File: src/rtl/core/kplr_pkg.sv
package kplr_pkg;

    localparam int KEY_INPUTS  = 6;
    localparam int TICK_W      = 16;
    localparam int ELAPSED_W   = 8;
    localparam int POT_W       = 16;
    localparam int EVENT_W     = 4;
    localparam int IVL_W       = 8;
    localparam int ADD_W       = 5;
    localparam int CFG_IDX_W   = 3;
    localparam int CFG_DATA_W  = 16;
    localparam int MOD_STEPS   = 16;
    localparam int MOD_CNT_W   = 4;

    // elapsed / 10 == (elapsed * 205) >> 11 for every 8-bit elapsed value.
    localparam logic [ELAPSED_W-1:0] DIV10_MUL   = 8'd205;
    localparam int                   DIV10_SHIFT = 11;

    localparam logic REQ_TICK = 1'b0;
    localparam logic REQ_READ = 1'b1;

    localparam logic [EVENT_W-1:0] EV_NONE = 4'd0;

    typedef enum logic [CFG_IDX_W-1:0] {
        CFG_LONG_PRESS_ENABLE     = 3'd0,
        CFG_MIN_PRESS_TICKS       = 3'd1,
        CFG_LONG_PRESS_TICKS      = 3'd2,
        CFG_REPEAT_START_TICKS    = 3'd3,
        CFG_REPEAT_INTERVAL_TICKS = 3'd4
    } cfg_idx_t;

    typedef enum logic [1:0] {
        MODE_RELEASED = 2'd0,
        MODE_PRESSED  = 2'd1,
        MODE_REPEAT   = 2'd2,
        MODE_WAIT     = 2'd3
    } key_mode_t;

    typedef struct packed {
        key_mode_t           mode;
        logic [TICK_W-1:0]   ticks;
    } key_ent_t;

    typedef enum logic [9:0] {
        ST_IDLE = 10'b0000000001,
        ST_KRD  = 10'b0000000010,
        ST_KLD  = 10'b0000000100,
        ST_KEXE = 10'b0000001000,
        ST_KMOD = 10'b0000010000,
        ST_KFIN = 10'b0000100000,
        ST_POT  = 10'b0001000000,
        ST_RRD  = 10'b0010000000,
        ST_RDAT = 10'b0100000000,
        ST_DONE = 10'b1000000000
    } seq_state_t;

endpackage

File: src/rtl/core/kplr_req_if.sv
interface kplr_req_if;
    logic                                valid;
    logic                                ready;
    logic                                req_type;
    logic [kplr_pkg::ELAPSED_W-1:0]      elapsed_time;
    logic [kplr_pkg::KEY_INPUTS-1:0]     keys_pressed;
    logic signed [kplr_pkg::POT_W-1:0]   pot_value;

    modport source (
        output valid, req_type, elapsed_time, keys_pressed, pot_value,
        input  ready
    );
    modport sink (
        input  valid, req_type, elapsed_time, keys_pressed, pot_value,
        output ready
    );
endinterface

File: src/rtl/core/kplr_rsp_if.sv
interface kplr_rsp_if;
    logic                           valid;
    logic                           ready;
    logic [kplr_pkg::EVENT_W-1:0]   event_code;
    logic                           queue_empty;

    modport source (
        output valid, event_code, queue_empty,
        input  ready
    );
    modport sink (
        input  valid, event_code, queue_empty,
        output ready
    );
endinterface

File: src/rtl/core/kplr_cfg_if.sv
interface kplr_cfg_if;
    logic                              valid;
    logic                              ready;
    logic [kplr_pkg::CFG_IDX_W-1:0]    index;
    logic [kplr_pkg::CFG_DATA_W-1:0]   data;

    modport source (
        output valid, index, data,
        input  ready
    );
    modport sink (
        input  valid, index, data,
        output ready
    );
endinterface

File: src/rtl/core/keypad_press_long_repeat_events.sv
// A tick item runs each key through the read, load and execute states, then the
// pot and done states; a held repeat-mode key with a nonzero interval also runs
// the bit-serial remainder unit (one quotient bit per cycle) and a finish state.
// A read item runs the ring read and data states, or just done on an empty ring.
// One item is in work at a time; each key reads and writes the key-state memory.
// Reset clears control state and memory valid bits; no clearing pass is needed.
module keypad_press_long_repeat_events #(
    parameter int NUM_KEYS   = 6,
    parameter int RING_DEPTH = 6
) (
    input  logic        clk,
    input  logic        rst_n,
    kplr_req_if.sink    req,
    kplr_rsp_if.source  rsp,
    kplr_cfg_if.sink    cfg
);

    localparam int KEY_W  = (NUM_KEYS > 1) ? $clog2(NUM_KEYS) : 1;
    localparam int RING_W = $clog2(RING_DEPTH);
    localparam logic [KEY_W-1:0]  KEY_LAST  = KEY_W'(NUM_KEYS - 1);
    localparam logic [RING_W-1:0] RING_LAST = RING_W'(RING_DEPTH - 1);
    localparam logic [kplr_pkg::EVENT_W-1:0] POT_CODE =
        kplr_pkg::EVENT_W'(2 * NUM_KEYS + 1);

    // Configuration registers.
    logic                              lpe_reg;
    logic [kplr_pkg::TICK_W-1:0]       min_reg;
    logic [kplr_pkg::TICK_W-1:0]       long_reg;
    logic [kplr_pkg::TICK_W-1:0]       rstart_reg;
    logic [kplr_pkg::IVL_W-1:0]        ivl_reg;

    // Latched item.
    logic                              type_reg;
    logic [kplr_pkg::ADD_W-1:0]        add_reg;
    logic [kplr_pkg::KEY_INPUTS-1:0]   keys_reg;
    logic [kplr_pkg::POT_W-1:0]        pot_reg;
    logic [2*kplr_pkg::ELAPSED_W-1:0]  div_prod;

    kplr_pkg::seq_state_t              state_reg, state_next;
    logic [KEY_W-1:0]                  k_reg, k_next;
    logic [kplr_pkg::TICK_W-1:0]       t_reg, t_next;
    kplr_pkg::key_mode_t               mode_reg, mode_next;
    logic                              down_reg, down_next;
    logic [kplr_pkg::TICK_W-1:0]       dvd_reg, dvd_next;
    logic [kplr_pkg::IVL_W-1:0]        rem_reg, rem_next;
    logic [kplr_pkg::IVL_W:0]          rem_tmp;
    logic [kplr_pkg::MOD_CNT_W-1:0]    cnt_reg, cnt_next;
    logic [kplr_pkg::EVENT_W-1:0]      res_code_reg, res_code_next;
    logic                              res_empty_reg, res_empty_next;
    logic                              out_vld_reg, out_vld_next;
    logic [kplr_pkg::EVENT_W-1:0]      out_code_reg, out_code_next;
    logic                              out_empty_reg, out_empty_next;
    logic [RING_W-1:0]                 wr_reg, wr_next, wr_inc;
    logic [RING_W-1:0]                 rd_reg, rd_next, rd_inc;
    logic [kplr_pkg::POT_W-1:0]        last_pot_reg, last_pot_next;

    // Key-state memory with a valid bit per entry; an invalid entry reads as released.
    kplr_pkg::key_ent_t                key_mem [NUM_KEYS];
    logic [NUM_KEYS-1:0]               key_vld_reg;
    kplr_pkg::key_ent_t                key_rd_reg;
    logic                              key_rvld_reg;
    logic                              key_we, key_re;
    kplr_pkg::key_ent_t                key_wdata;

    // Event ring memory; an invalid entry reads as no event.
    logic [kplr_pkg::EVENT_W-1:0]      ring_mem [RING_DEPTH];
    logic [RING_DEPTH-1:0]             ring_vld_reg;
    logic [kplr_pkg::EVENT_W-1:0]      ring_rd_reg;
    logic                              ring_rvld_reg;
    logic                              ring_we, ring_re;
    logic [RING_W-1:0]                 ring_waddr;
    logic [kplr_pkg::EVENT_W-1:0]      ring_wdata;

    logic                              in_acc;
    logic [7:0]                        keys_ext;
    logic [2:0]                        k3;
    logic [kplr_pkg::EVENT_W-1:0]      short_code, long_code;

    assign req.ready      = (state_reg == kplr_pkg::ST_IDLE);
    assign in_acc         = req.valid && req.ready;
    assign cfg.ready      = 1'b1;
    assign rsp.valid      = out_vld_reg;
    assign rsp.event_code = out_code_reg;
    assign rsp.queue_empty = out_empty_reg;

    assign div_prod   = req.elapsed_time * kplr_pkg::DIV10_MUL;
    assign wr_inc     = (wr_reg == RING_LAST) ? '0 : wr_reg + 1'b1;
    assign rd_inc     = (rd_reg == RING_LAST) ? '0 : rd_reg + 1'b1;
    assign keys_ext   = {2'b00, keys_reg};
    assign k3         = 3'(k_reg);
    assign short_code = kplr_pkg::EVENT_W'(int'(k_reg) + 1);
    assign long_code  = kplr_pkg::EVENT_W'(int'(k_reg) + 1 + NUM_KEYS);
    assign rem_tmp    = {rem_reg, dvd_reg[kplr_pkg::TICK_W-1]};

    always_comb
    begin
        state_next     = state_reg;
        k_next         = k_reg;
        t_next         = t_reg;
        mode_next      = mode_reg;
        down_next      = down_reg;
        dvd_next       = dvd_reg;
        rem_next       = rem_reg;
        cnt_next       = cnt_reg;
        res_code_next  = res_code_reg;
        res_empty_next = res_empty_reg;
        wr_next        = wr_reg;
        rd_next        = rd_reg;
        last_pot_next  = last_pot_reg;
        out_vld_next   = out_vld_reg && !rsp.ready;
        out_code_next  = out_code_reg;
        out_empty_next = out_empty_reg;
        key_we         = 1'b0;
        key_re         = 1'b0;
        key_wdata      = '{mode: mode_reg, ticks: t_reg};
        ring_we        = 1'b0;
        ring_re        = 1'b0;
        ring_waddr     = wr_reg;
        ring_wdata     = kplr_pkg::EV_NONE;

        case (state_reg)
            kplr_pkg::ST_IDLE:
            begin
                if (in_acc)
                begin
                    res_code_next  = kplr_pkg::EV_NONE;
                    res_empty_next = 1'b0;
                    if (req.req_type == kplr_pkg::REQ_TICK)
                    begin
                        k_next     = '0;
                        state_next = kplr_pkg::ST_KRD;
                    end
                    else if (rd_reg == wr_reg)
                    begin
                        res_empty_next = 1'b1;
                        state_next     = kplr_pkg::ST_DONE;
                    end
                    else
                    begin
                        state_next = kplr_pkg::ST_RRD;
                    end
                end
            end
            kplr_pkg::ST_KRD:
            begin
                key_re     = 1'b1;
                state_next = kplr_pkg::ST_KLD;
            end
            kplr_pkg::ST_KLD:
            begin
                mode_next  = key_rvld_reg ? key_rd_reg.mode : kplr_pkg::MODE_RELEASED;
                t_next     = (key_rvld_reg ? key_rd_reg.ticks : '0)
                             + kplr_pkg::TICK_W'(add_reg);
                down_next  = keys_ext[k3];
                state_next = kplr_pkg::ST_KEXE;
            end
            kplr_pkg::ST_KEXE:
            begin
                key_we = 1'b1;
                case (mode_reg)
                    kplr_pkg::MODE_RELEASED:
                    begin
                        if (down_reg && t_reg >= min_reg)
                        begin
                            key_wdata = '{mode: kplr_pkg::MODE_PRESSED, ticks: '0};
                        end
                    end
                    kplr_pkg::MODE_PRESSED:
                    begin
                        if (down_reg)
                        begin
                            if (lpe_reg && t_reg >= long_reg)
                            begin
                                ring_we    = 1'b1;
                                ring_wdata = long_code;
                                key_wdata  = '{mode: kplr_pkg::MODE_WAIT, ticks: '0};
                            end
                            else if (!lpe_reg && t_reg >= rstart_reg)
                            begin
                                ring_we    = 1'b1;
                                ring_wdata = short_code;
                                key_wdata  = '{mode: kplr_pkg::MODE_REPEAT, ticks: t_reg};
                            end
                        end
                        else
                        begin
                            ring_we    = (t_reg >= min_reg);
                            ring_wdata = short_code;
                            key_wdata  = '{mode: kplr_pkg::MODE_RELEASED, ticks: '0};
                        end
                    end
                    kplr_pkg::MODE_REPEAT:
                    begin
                        if (!down_reg)
                        begin
                            key_wdata = '{mode: kplr_pkg::MODE_RELEASED, ticks: '0};
                        end
                    end
                    default:
                    begin
                        if (!down_reg)
                        begin
                            key_wdata = '{mode: kplr_pkg::MODE_RELEASED, ticks: '0};
                        end
                    end
                endcase
                if (ring_we)
                begin
                    wr_next = wr_inc;
                end
                // A held key in repeat mode needs ticks modulo the interval.
                if (mode_reg == kplr_pkg::MODE_REPEAT && down_reg && ivl_reg != '0)
                begin
                    dvd_next   = t_reg;
                    rem_next   = '0;
                    cnt_next   = '0;
                    state_next = kplr_pkg::ST_KMOD;
                end
                else if (k_reg == KEY_LAST)
                begin
                    state_next = kplr_pkg::ST_POT;
                end
                else
                begin
                    k_next     = k_reg + 1'b1;
                    state_next = kplr_pkg::ST_KRD;
                end
            end
            kplr_pkg::ST_KMOD:
            begin
                if (rem_tmp >= {1'b0, ivl_reg})
                begin
                    rem_next = kplr_pkg::IVL_W'(rem_tmp - {1'b0, ivl_reg});
                end
                else
                begin
                    rem_next = rem_tmp[kplr_pkg::IVL_W-1:0];
                end
                dvd_next = {dvd_reg[kplr_pkg::TICK_W-2:0], 1'b0};
                cnt_next = cnt_reg + 1'b1;
                if (cnt_reg == kplr_pkg::MOD_CNT_W'(kplr_pkg::MOD_STEPS - 1))
                begin
                    state_next = kplr_pkg::ST_KFIN;
                end
            end
            kplr_pkg::ST_KFIN:
            begin
                if (rem_reg == '0)
                begin
                    ring_we    = 1'b1;
                    ring_wdata = short_code;
                    wr_next    = wr_inc;
                end
                if (k_reg == KEY_LAST)
                begin
                    state_next = kplr_pkg::ST_POT;
                end
                else
                begin
                    k_next     = k_reg + 1'b1;
                    state_next = kplr_pkg::ST_KRD;
                end
            end
            kplr_pkg::ST_POT:
            begin
                if (pot_reg != last_pot_reg)
                begin
                    ring_we    = 1'b1;
                    ring_wdata = POT_CODE;
                    wr_next    = wr_inc;
                end
                last_pot_next = pot_reg;
                state_next    = kplr_pkg::ST_DONE;
            end
            kplr_pkg::ST_RRD:
            begin
                ring_re    = 1'b1;
                state_next = kplr_pkg::ST_RDAT;
            end
            kplr_pkg::ST_RDAT:
            begin
                res_code_next = ring_rvld_reg ? ring_rd_reg : kplr_pkg::EV_NONE;
                // The popped entry is cleared to no event.
                ring_we    = 1'b1;
                ring_waddr = rd_reg;
                ring_wdata = kplr_pkg::EV_NONE;
                rd_next    = rd_inc;
                state_next = kplr_pkg::ST_DONE;
            end
            kplr_pkg::ST_DONE:
            begin
                if (!out_vld_reg || rsp.ready)
                begin
                    out_vld_next   = 1'b1;
                    out_code_next  = res_code_reg;
                    out_empty_next = res_empty_reg;
                    state_next     = kplr_pkg::ST_IDLE;
                end
            end
            default:
            begin
                state_next = kplr_pkg::ST_IDLE;
            end
        endcase
    end

    always_ff @(posedge clk or negedge rst_n)
    begin
        if (!rst_n)
        begin
            state_reg    <= kplr_pkg::ST_IDLE;
            k_reg        <= '0;
            cnt_reg      <= '0;
            out_vld_reg  <= 1'b0;
            wr_reg       <= '0;
            rd_reg       <= '0;
            last_pot_reg <= '0;
            key_vld_reg  <= '0;
            ring_vld_reg <= '0;
        end
        else
        begin
            state_reg    <= state_next;
            k_reg        <= k_next;
            cnt_reg      <= cnt_next;
            out_vld_reg  <= out_vld_next;
            wr_reg       <= wr_next;
            rd_reg       <= rd_next;
            last_pot_reg <= last_pot_next;
            if (key_we)
            begin
                key_vld_reg[k_reg] <= 1'b1;
            end
            if (ring_we)
            begin
                ring_vld_reg[ring_waddr] <= 1'b1;
            end
        end
    end

    always_ff @(posedge clk or negedge rst_n)
    begin
        if (!rst_n)
        begin
            lpe_reg    <= 1'b1;
            min_reg    <= 16'd10;
            long_reg   <= 16'd100;
            rstart_reg <= 16'd40;
            ivl_reg    <= 8'd30;
        end
        else if (cfg.valid && cfg.ready)
        begin
            case (cfg.index)
                kplr_pkg::CFG_LONG_PRESS_ENABLE:     lpe_reg    <= cfg.data[0];
                kplr_pkg::CFG_MIN_PRESS_TICKS:       min_reg    <= cfg.data;
                kplr_pkg::CFG_LONG_PRESS_TICKS:      long_reg   <= cfg.data;
                kplr_pkg::CFG_REPEAT_START_TICKS:    rstart_reg <= cfg.data;
                kplr_pkg::CFG_REPEAT_INTERVAL_TICKS: ivl_reg    <= cfg.data[kplr_pkg::IVL_W-1:0];
                default:
                begin
                end
            endcase
        end
    end

    always_ff @(posedge clk)
    begin
        if (in_acc)
        begin
            type_reg <= req.req_type;
            add_reg  <= div_prod[kplr_pkg::DIV10_SHIFT +: kplr_pkg::ADD_W];
            keys_reg <= req.keys_pressed;
            pot_reg  <= req.pot_value;
        end
        t_reg         <= t_next;
        mode_reg      <= mode_next;
        down_reg      <= down_next;
        dvd_reg       <= dvd_next;
        rem_reg       <= rem_next;
        res_code_reg  <= res_code_next;
        res_empty_reg <= res_empty_next;
        out_code_reg  <= out_code_next;
        out_empty_reg <= out_empty_next;
    end

    // Key-state memory: one write port, one registered read port.
    always_ff @(posedge clk)
    begin
        if (key_we)
        begin
            key_mem[k_reg] <= key_wdata;
        end
        if (key_re)
        begin
            key_rd_reg   <= key_mem[k_reg];
            key_rvld_reg <= key_vld_reg[k_reg];
        end
    end

    // Event ring memory: one write port, one registered read port.
    always_ff @(posedge clk)
    begin
        if (ring_we)
        begin
            ring_mem[ring_waddr] <= ring_wdata;
        end
        if (ring_re)
        begin
            ring_rd_reg   <= ring_mem[rd_reg];
            ring_rvld_reg <= ring_vld_reg[rd_reg];
        end
    end

    // The key walk never runs past the last key.
    a_key_range: assert property (@(posedge clk) disable iff (!rst_n)
        k_reg <= KEY_LAST)
        else $error("key index out of range");

    // Both ring pointers stay inside the ring.
    a_ring_range: assert property (@(posedge clk) disable iff (!rst_n)
        (wr_reg <= RING_LAST) && (rd_reg <= RING_LAST))
        else $error("ring pointer out of range");

    // A pop read and an event write never share a cycle.
    a_ring_port: assert property (@(posedge clk) disable iff (!rst_n)
        !(ring_we && ring_re))
        else $error("ring read and write collide");

    // A new result only appears after the sequencer finished an item.
    a_rsp_origin: assert property (@(posedge clk) disable iff (!rst_n)
        $rose(out_vld_reg) |-> $past(state_reg == kplr_pkg::ST_DONE))
        else $error("result raised outside completion");

    // The item type latched at acceptance decides the path taken.
    a_tick_path: assert property (@(posedge clk) disable iff (!rst_n)
        (state_reg == kplr_pkg::ST_KRD || state_reg == kplr_pkg::ST_POT)
        |-> (type_reg == kplr_pkg::REQ_TICK))
        else $error("key walk on a read item");

endmodule
File: src/flat_wrapper.sv
// flat-port wrapper written by rule: the top's interface ports become plain ports
module keypad_press_long_repeat_events_flat 
#(
    parameter int NUM_KEYS   = 6,
    parameter int RING_DEPTH = 6
)
  (clk, rst_n, req_valid, req_req_type, req_elapsed_time, req_keys_pressed, req_pot_value, req_ready, rsp_valid, rsp_event_code, rsp_queue_empty, rsp_ready, cfg_valid, cfg_index, cfg_data, cfg_ready);
  kplr_req_if req_i ();
  kplr_rsp_if rsp_i ();
  kplr_cfg_if cfg_i ();
  input  logic clk;
  input  logic rst_n;
  input wire logic [$bits(req_i.valid)-1:0] req_valid;
  input wire logic [$bits(req_i.req_type)-1:0] req_req_type;
  input wire logic [$bits(req_i.elapsed_time)-1:0] req_elapsed_time;
  input wire logic [$bits(req_i.keys_pressed)-1:0] req_keys_pressed;
  input wire logic [$bits(req_i.pot_value)-1:0] req_pot_value;
  output wire logic [$bits(req_i.ready)-1:0] req_ready;
  output wire logic [$bits(rsp_i.valid)-1:0] rsp_valid;
  output wire logic [$bits(rsp_i.event_code)-1:0] rsp_event_code;
  output wire logic [$bits(rsp_i.queue_empty)-1:0] rsp_queue_empty;
  input wire logic [$bits(rsp_i.ready)-1:0] rsp_ready;
  input wire logic [$bits(cfg_i.valid)-1:0] cfg_valid;
  input wire logic [$bits(cfg_i.index)-1:0] cfg_index;
  input wire logic [$bits(cfg_i.data)-1:0] cfg_data;
  output wire logic [$bits(cfg_i.ready)-1:0] cfg_ready;
  assign req_i.valid = req_valid;
  assign req_i.req_type = req_req_type;
  assign req_i.elapsed_time = req_elapsed_time;
  assign req_i.keys_pressed = req_keys_pressed;
  assign req_i.pot_value = req_pot_value;
  assign req_ready = req_i.ready;
  assign rsp_valid = rsp_i.valid;
  assign rsp_event_code = rsp_i.event_code;
  assign rsp_queue_empty = rsp_i.queue_empty;
  assign rsp_i.ready = rsp_ready;
  assign cfg_i.valid = cfg_valid;
  assign cfg_i.index = cfg_index;
  assign cfg_i.data = cfg_data;
  assign cfg_ready = cfg_i.ready;
  keypad_press_long_repeat_events #(.NUM_KEYS(NUM_KEYS), .RING_DEPTH(RING_DEPTH)) u_core (.clk(clk), .rst_n(rst_n), .req(req_i), .rsp(rsp_i), .cfg(cfg_i));
endmodule
File: config.mk
export PLATFORM = sky130hd
export DESIGN_NAME = keypad_press_long_repeat_events_flat
export DESIGN_NICKNAME = d
export VERILOG_FILES = /design/src/rtl/core/kplr_pkg.sv /design/src/rtl/core/kplr_req_if.sv /design/src/rtl/core/kplr_rsp_if.sv /design/src/rtl/core/kplr_cfg_if.sv /design/src/rtl/core/keypad_press_long_repeat_events.sv /design/src/flat_wrapper.sv
export SDC_FILE = /design/constraint.sdc
export NUM_CORES = 1
export LEC_CHECK = 0
export ABC_CLOCK_PERIOD_IN_PS = 11200
export BUFFER_PORTS_ARGS = -buffer_cell sky130_fd_sc_hd__buf_4
export CAP_MARGIN = 20
export CORE_UTILIZATION = 50
export CTS_CLUSTER_SIZE = 8
export DETAILED_ROUTE_END_ITERATION = 10
export PLACE_DENSITY_LB_ADDON = 0.2
export SLEW_MARGIN = 20
export SYNTH_ARGS = -nofsm -noshare
export SYNTH_HDL_FRONTEND = slang
export SYNTH_SLANG_ARGS = --single-unit
export TNS_END_PERCENT = 20
File: constraint.sdc
create_clock -name clk -period 11.2 [get_ports clk]
set_input_delay 0 -clock clk [delete_from_list [all_inputs] [get_ports clk]]
set_output_delay 0 -clock clk [all_outputs]
set_load 0.02 [all_outputs]
-- Word-level counts from Yosys, hierarchy flattened
Memories as Yosys holds them, arrays and structs flattened. A register that Yosys moved wholly into a read port is not among the register bits.
Index checks and enable logic that the tools add are counted.
- $add $sub $neg: 8
- $mul: 1
- $lt $le $gt $ge: 9
- eq/ne operators: 31
- mux-type cells: 73
- bitwise logic cells: 2
- reduce and logical (&&, ||, !) cells: 34
- operator list (kind ; count):
    $mux 18 ; 6
    $pmux 10 s9 ; 1
    $mux 10 ; 6
    $ge 16x16->1 ; 3
    $mux 4 ; 9
    $pmux 18 s2 ; 1
    $mux 16 ; 2
    $pmux 16 s2 ; 1
    $mux 3 ; 10
    $mux 1 ; 22
    $pmux 3 s3 ; 2
    $reduce_and 2->1 ; 9
    $add 16x5->16 ; 1
    $mul 8x8->16 const B ; 1
    $mux 8 ; 2
    $ne 16x16->1 ; 1
    $pmux 4 s2 ; 2
    $pmux 8 s2 ; 1
    $eq 3x3->1 const B ; 4
    $lt 3x4->1 const B ; 3
    $or 6x6->6 ; 2
    $pmux 4 s3 ; 1
    $eq 10x1->1 const B ; 1
    $eq 10x10->1 const B ; 1
    39 further kinds ; 66
- register bits after elaboration: 191
- RAM bits: 132
- bits of input ports: 55
- output and inout bits: 8
- word-level logic and storage cells: 188
- memories: 2
- memories (name ; words ; width ; rd ports ; clocked after Yosys merged registers in ; write ports ; line ; RTL):
    u_core.key_mem ; 6 ; 18 ; 1 ; 1 ; 1 ; keypad_press_long_repeat_events.sv:58 ; kplr_pkg::key_ent_t key_mem [NUM_KEYS];
    u_core.ring_mem ; 6 ; 4 ; 1 ; 1 ; 1 ; keypad_press_long_repeat_events.sv:66 ; logic [kplr_pkg::EVENT_W-1:0] ring_mem [RING_DEPTH];

-- Logic depth before layout (Yosys ltp)
Gate-level depths: netlist (run 1).
- depth after elaboration: 10
- gate-level depth with buffers: 16
- depth with buffers taken out: 16

-- Least setup slack after synthesis (run 1)
OpenSTA, ideal clock, no wires.
- path type: flip-flop to flip-flop
- start point: reg u_core.state_reg[2]
- end point: mem u_core.key_mem[3][0] (netlist bit), enable pin
- library setup time: 448 ps
- arrival: 3572 ps
- required time: 10752 ps
- path slack: 7180 ps
- stages on the path, launching flop included: 6
- clock period less this slack: 4020 ps
- path through: dfrtp_1 or4_4 nor3_2 nand3_2 clkbuf_1 nor4b_1
- word-level cells in the longest chain between the ends: 4
- ends and longest elaborated chain (what ; line ; RTL):
    start, declared ; keypad_press_long_repeat_events.sv:39 ; kplr_pkg::seq_state_t state_reg, state_next;
    start signal, assigned ; keypad_press_long_repeat_events.sv:311 ; state_reg <= kplr_pkg::ST_IDLE;
    start signal, assigned ; keypad_press_long_repeat_events.sv:323 ; state_reg <= state_next;
    $eq 10x4->1 ; keypad_press_long_repeat_events.sv:121 ; case (state_reg)
    $mux 1 ; keypad_press_long_repeat_events.sv:121 ;
    $mux 1 ; keypad_press_long_repeat_events.sv:389 ; if (key_we)
    $mux 1 (implied by the code) ; keypad_press_long_repeat_events.sv:391 ; key_mem[k_reg] <= key_wdata;
    end, declared ; keypad_press_long_repeat_events.sv:58 ;
Every way passes these cells.

-- Worst setup path after layout (run 1)
- start point: in req_elapsed_time[6]
- end point: reg u_core.add_reg[4] (netlist bit) (data pin)
- word-level cells in the longest chain between the ends: 1
- ends and longest elaborated chain (what ; line ; RTL):
    start, declared ; flat_wrapper.sv:15 ; input wire logic [$bits(req_i.elapsed_time)-1:0] req_elapsed_time;
    $mul 8x8->16 ; keypad_press_long_repeat_events.sv:86 ; assign div_prod = req.elapsed_time * kplr_pkg::DIV10_MUL;
    via u_core.div_prod, one bit ; keypad_press_long_repeat_events.sv:37 ; logic [2*kplr_pkg::ELAPSED_W-1:0] div_prod;
    end signal, assigned ; keypad_press_long_repeat_events.sv:371 ; add_reg <= div_prod[kplr_pkg::DIV10_SHIFT +: kplr_pkg::ADD_W];
    end, declared ; keypad_press_long_repeat_events.sv:34 ; logic [kplr_pkg::ADD_W-1:0] add_reg;
The timed path passes the listed nets, and every way through them passes these cells.
A chain may end at the register's enable or synchronous reset.

==> run summary, run 1 <==
share of power burned in registers = 0.420
top_reg_cell synth = edfxtp_1
worst skew pair latency = 0.57 ns
antenna violations before repair = 0
Placement Cell Area = 17890 um2
CTS Root Cell = clkbuf_16
floorplan core area = 32870 um2
final hold violations = 0
hold_ws = 0.02382 ns
Layout Nets = 1663
DRC viols = 0
minimum clock period = 3.648 ns
first-pass GRT wire length = 56140 um
Max-slew headroom = 0.3052
asr flop ratio synth = 0.3159
Post-synth EDFFs = 236
Yosys warning count = 0
share of layout cells above drive strength 1 = 0.1603
max-slew violations = 0
crit share post-route = 0.3257
top post-synthesis cells by area = edfxtp_1, dfrtp_1, ha_1, nand2_1, o21ai_0
R2R cell count = 7
diode count = 0
Detailed Route Iter0 Violations = 618
clk buf depth = 3
GRT Total Usage = 0.2105
total of max-cap violations = 0
largest net degree at the start of global routing = 61
clock power share = 0.349
final WL = 34850 um
syn nets = 1524
via count = 10550
post-route setup TNS = 0 ns
starting density of the core = 0.5139
Hold Path Class = input port to async pin
commonest cells in the netlist = edfxtp_1, nand2_1, inv_1
Site Rows = 66
Clk pin slew, worst setup/hold paths = 0.05 ns
CP Max Fanout = 5
vias per cell = 5.356
CP required = 11.50 ns
Pre-antenna DRT Iters = 4
fraction of the yosys area taken by sequential cells = 0.5820
cell area after layout = 19860 um2
Filler Cells Inserted = 2625
Die Area = 34520 um2
number of global-route vias before repair = 10570
Int Pwr = 0.002779 W
Worst-Margin Slew = 1.041 ns
Sw Ratio = 0.2967
Net Switching = 0.001173 W
Worst IR Drop VDD = 0.1497 mV
H-tree levels = 2
Clock Sinks = 345
Synth Area per Inst = 12.53 um2
arrival time at the worst endpoint = 3.95 ns
share of the synthesized area in the top cell type = 0.4196
Mapped Cells = 1348
Detail Route Antenna Nets = 0
Setup-failing EPs final = 0
Post-CTS Resized = 0
area delta synth->final = 17.56%
RSZ-0062 raised after global routing = false
Final Skew = 0.01826 ns
io pins = 63
max reg flops = 108
Detail Placement HPWL = 23490 um
Netlist cell types = 87
TritonCTS buffer count = 49
Synth Cell Area = 16890 um2
RePlAce Congestion = 0.8226
die width = 185.8 um
Logic pwr share = 0.231
WL per Instance = 17.69 um
Yosys reg bits = 345
classification of the worst setup path = input port to flop
P_leak = 8.154 nW
endpoint type of the worst setup path = flop
CTS tree = done
gr ovfl total = 0
Port Buf Inserts = 61
Power Density = 199.0 nW/um2
Max Freq = 274.1 MHz
status = completed
Yosys top cell by area = edfxtp_1
Chip Height = 185.8 um
most frequent cell after synthesis = edfxtp_1
crit path launch type = input port
## worst max-delay path: stages
cell	delay [ns]
buf_4	0.13
ha_1	0.31
inv_1	0.06
fa_1	0.52
inv_1	0.05
fa_1	0.50
inv_1	0.05
fa_1	0.52
inv_1	0.04
ha_1	0.28
o21a_1	0.18
o21ai_0	0.28
o2bb2a_1	0.21
o31ai_1	0.11
o41ai_1	0.42
o21bai_1	0.13
xnor2_1	0.14
## path summary, 6_finish.rpt
path | slack (ns) | to | start
worst max-delay path | 7.55 | u_core.add_reg[4] | req_elapsed_time[6]
worst min-delay path | 0.02 | u_core.ivl_reg[6] | rst_n
worst max register to register | 7.89 | u_core.ring_mem[3][0] | u_core.t_reg[14]
worst min register to register | 0.42 | u_core.rsp.queue_empty | u_core.res_empty_reg
max in group asynchronous | 9.89 | u_core.k3[0] | rst_n
min in group clk | 0.05 | u_core.ivl_reg[3] | cfg_valid
## placed cells by master, fill, tap and decap left out, types with 7 or more instances in the layout
cell type / synthesis / routed
or3_1: 7 / 7
inv_1: 112 / 112
nor3_1: 18 / 17
buf_4: 2 / 78
o21a_1: 10 / 10
xor2_1: 11 / 11
dfstp_2: 13 / 13
and3_1: 11 / 10
clkbuf_1: 31 / 39
nand2_1: 141 / 140
clkbuf_16: 0 / 49
nand4_1: 13 / 13
mux2_2: 37 / 37
mux4_2: 17 / 17
fa_1: 13 / 13
mux2i_1: 38 / 38
xnor2_1: 31 / 31
nor2_1: 71 / 69
o21ai_0: 86 / 86
nor4_1: 10 / 7
ha_1: 108 / 108
or2_2: 8 / 8
a211oi_1: 10 / 10
nor2b_1: 28 / 28
and2_1: 14 / 14
a21o_1: 9 / 9
dlygate4sd3_1: 0 / 52
nand3_1: 14 / 14
a21oi_1: 51 / 51
dfrtp_1: 96 / 95
edfxtp_1: 236 / 236
## per-layer routing
metal / track usage / up-vias / share of wire / routed length, um
li1: - / 5137 / - / -
met1: 0.2925 / 5157 / 0.46 / 16090
met2: 0.3437 / 202 / 0.48 / 16570
met3: 0.03346 / 56 / 0.043 / 1491
met4: 0.05639 / 0 / 0.020 / 709
met5: 0 / - / 0 / 0
## power by group through the flow
stage | combinational [W] | sequential [W] | clock [W]
after floorplan | 0.000670 | 0.00164 | 0
after global routing | 0.00103 | 0.00168 | 0.00145
after global placement | 0.000881 | 0.00168 | 0
after detailed placement | 0.000900 | 0.00168 | 0
after CTS | 0.000924 | 0.00166 | 0.00140
final | 0.000914 | 0.00166 | 0.00138
## final cells by class
type,count,area [um2],share of cell area
inverter,112,420.4,0.02117
clock buffer,88,1373,0.06912
tap,442,553.0,0.02785
sequential,345,9832,0.4951
multi-input combinational,849,6504,0.3275
timing repair buffer,130,1106,0.05570
clock inverter,4,68.82,0.003466
## kinds of logic after synthesis
group           share of synthesized area
fa+ha+maj                         0.09541
compound gates                    0.08178
mux                               0.07185
simple gates                       0.1117
xor+xnor                          0.02178
other cells                     0.0002220
flops                              0.5820
buf+inv                           0.03526
## stage by stage
stage / total power [W] / worst slack (ns) / cells / utilization
6_report: 0.003952 / 7.552 / 1970 / 0.6042
5_1_grt: 0.004165 / 7.392 / 1970 / 0.6042
4_1_cts: 0.003986 / 7.539 / 1970 / 0.6040
3_5_place_dp: 0.002582 / 6.981 / 1826 / 0.5444
3_3_place_gp: 0.002559 / 7.055 / 1826 / 0.5444
2_1_floorplan: 0.002314 / 7.180 / 1348 / -
## what timing repair did
| item | CTS | global route |
|---|---|---|
| hold buffers | 52 | 0 |
| endpoints found under the hold margin | 144 | 0 |
| buffers inserted | 0 | 0 |
(Power assumes the default switching activity.)
==> run 2: changes to the inputs <==
ABC_CLOCK_PERIOD_IN_PS = 3300   (was 11200)
clock period = 3.3 ns   (was 11.2 ns; I/O delays follow)
==> run summary, run 2 (same netlist as run 1, synthesis figures left out) <==
pre-CTS setup slack = -0.8449 ns
Filler Cells Inserted = 2573
Hold Path Class = input port to async pin
Site Rows = 66
via count = 10740
Chip Height = 185.8 um
worst skew pair latency = 0.57 ns
RePlAce Congestion = 0.8576
P_leak = 8.441 nW
Setup-failing EPs final = 0
Worst-Margin Slew = 0.9572 ns
largest net degree at the start of global routing = 64
DRC viols = 0
gr ovfl total = 0
post-route setup TNS = 0 ns
H-tree levels = 2
Storage cell area = 9832 um2
classification of the worst setup path = input port to flop
endpoint type of the worst setup path = flop
hold_ws = 0.02062 ns
CP Max Fanout = 2
final WL = 35720 um
antenna violations before repair = 0
diode count = 0
starting density of the core = 0.5139
arrival time at the worst endpoint = 3.48 ns
CP required = 3.60 ns
most common cell after layout, fill and taps aside = edfxtp_1
floorplan core area = 32870 um2
Max-slew headroom = 0.3601
WL per Instance = 17.69 um
reg2reg start = u_core.t_reg[9]
Layout Nets = 1714
GRT Total Usage = 0.2169
number of global-route vias before repair = 11050
footprint of the multi-input gates = 6600 um2
first-pass GRT wire length = 57550 um
total of max-cap violations = 0
max-slew violations = 0
cell area after layout = 20360 um2
CTS tree = done
Power Density = 667.1 nW/um2
Worst IR Drop VDD = 0.3966 mV
max reg flops = 108
share of layout cells above drive strength 1 = 0.1972
minimum clock period = 3.183 ns
die width = 185.8 um
Pre-antenna DRT Iters = 5
status = completed
Die Area = 34520 um2
area delta synth->final = 20.51%
Placement Cell Area = 18340 um2
clk buf depth = 3
Clock Sinks = 345
Detail Route Antenna Nets = 0
slack of the critical path = 0.1170 ns
Detail Placement HPWL = 24160 um
RSZ-0062 raised after global routing = true
CTS Root Cell = clkbuf_16
io pins = 63
crit share post-route = 0.9645
commonest cells after routing, fill and taps aside = edfxtp_1, nand2_1, buf_4
R2R Setup Slk = 0.13 ns
Port Buf Inserts = 61
Detailed Route Iter0 Violations = 582
Final Skew = 0.02132 ns
vias per cell = 5.321
Clk pin slew, worst setup/hold paths = 0.05 ns
R2R cell count = 9
final hold violations = 0
Max Freq = 314.2 MHz
TritonCTS buffer count = 49
crit path launch type = input port
Worst R2R End = u_core.key_mem[5][1]
[run 2: cell count changes in the layout (fill, tap and decap cells not counted), sizes merged]
cell and change:
buf +55, clkbuf -2, dlygate4sd3 -4
[run 2: power breakdown]
group,switching [W],internal (W),total [W]
sequential,0.000343,0.00530,0.00564
combinational,0.00186,0.00146,0.00333
clock,0.00182,0.00280,0.00462
total,0.00402,0.00956,0.0136
[run 2: worst max path at each step]
stage	startpoint	end	slack, ns	cells past startpoint
5_1_grt	req_elapsed_time[2]	u_core.add_reg[4]	-0.01	17
4_1_cts	req_elapsed_time[5]	u_core.add_reg[4]	0.0008	17
2_1_floorplan	req_elapsed_time[5]	u_core.add_reg[4]	-0.51	16
3_5_place_dp	req_elapsed_time[5]	u_core.add_reg[4]	-0.84	17
6_report	req_elapsed_time[2]	u_core.add_reg[4]	0.12	17
3_3_place_gp	req_elapsed_time[5]	u_core.add_reg[4]	-0.68	17
[run 2: layout make-up]
| type | count | area share |
|---|---|---|
| clock buffers | 86 | 0.06706 |
| inverters | 112 | 0.02065 |
| repair buffers | 181 | 0.07450 |
| well taps | 442 | 0.02717 |
| clock inverters | 4 | 0.003381 |
| multi-input cells | 849 | 0.3242 |
| flip-flops and latches | 345 | 0.4830 |
[run 2: through the flow]
stage / utilization / total power [W] / cells
3_5_place_dp: 0.5580 / 0.008869 / 1879
4_1_cts: 0.6183 / 0.01367 / 2019
2_1_floorplan: - / 0.007857 / 1348
5_1_grt: 0.6193 / 0.01432 / 2019
6_report: 0.6193 / 0.01358 / 2019
3_3_place_gp: 0.5579 / 0.008787 / 1879
[run 2: worst max-delay path, cell delays in order]
cell	delay (ns)
buf_4	0.12
ha_4	0.26
inv_1	0.05
fa_1	0.50
inv_1	0.05
fa_1	0.50
inv_2	0.04
fa_1	0.52
inv_1	0.05
ha_1	0.30
o21a_1	0.20
o21ai_2	0.15
o2bb2a_4	0.15
o31ai_4	0.07
o41ai_4	0.25
o21bai_1	0.12
xnor2_1	0.14
[run 2: timing repair]
item                                    in CTS  in global routing
buffers inserted                             2                  0
endpoints found under the setup margin       4                 14
endpoints found under the hold margin      141                  0
hold buffers                                48                  0
resized for setup                            8                  8
pin swaps                                    9                 10
[run 2: per-layer routing]
| metal | part of all wire | global-route usage | routed length (um) | vias up |
|---|---|---|---|---|
| met5 | 0 | 0 | 0 | - |
| met4 | 0.015 | 0.05541 | 549 | 0 |
| met3 | 0.038 | 0.03111 | 1345 | 43 |
| met2 | 0.48 | 0.3613 | 17240 | 164 |
| met1 | 0.46 | 0.2983 | 16580 | 5285 |
| li1 | - | - | - | 5251 |
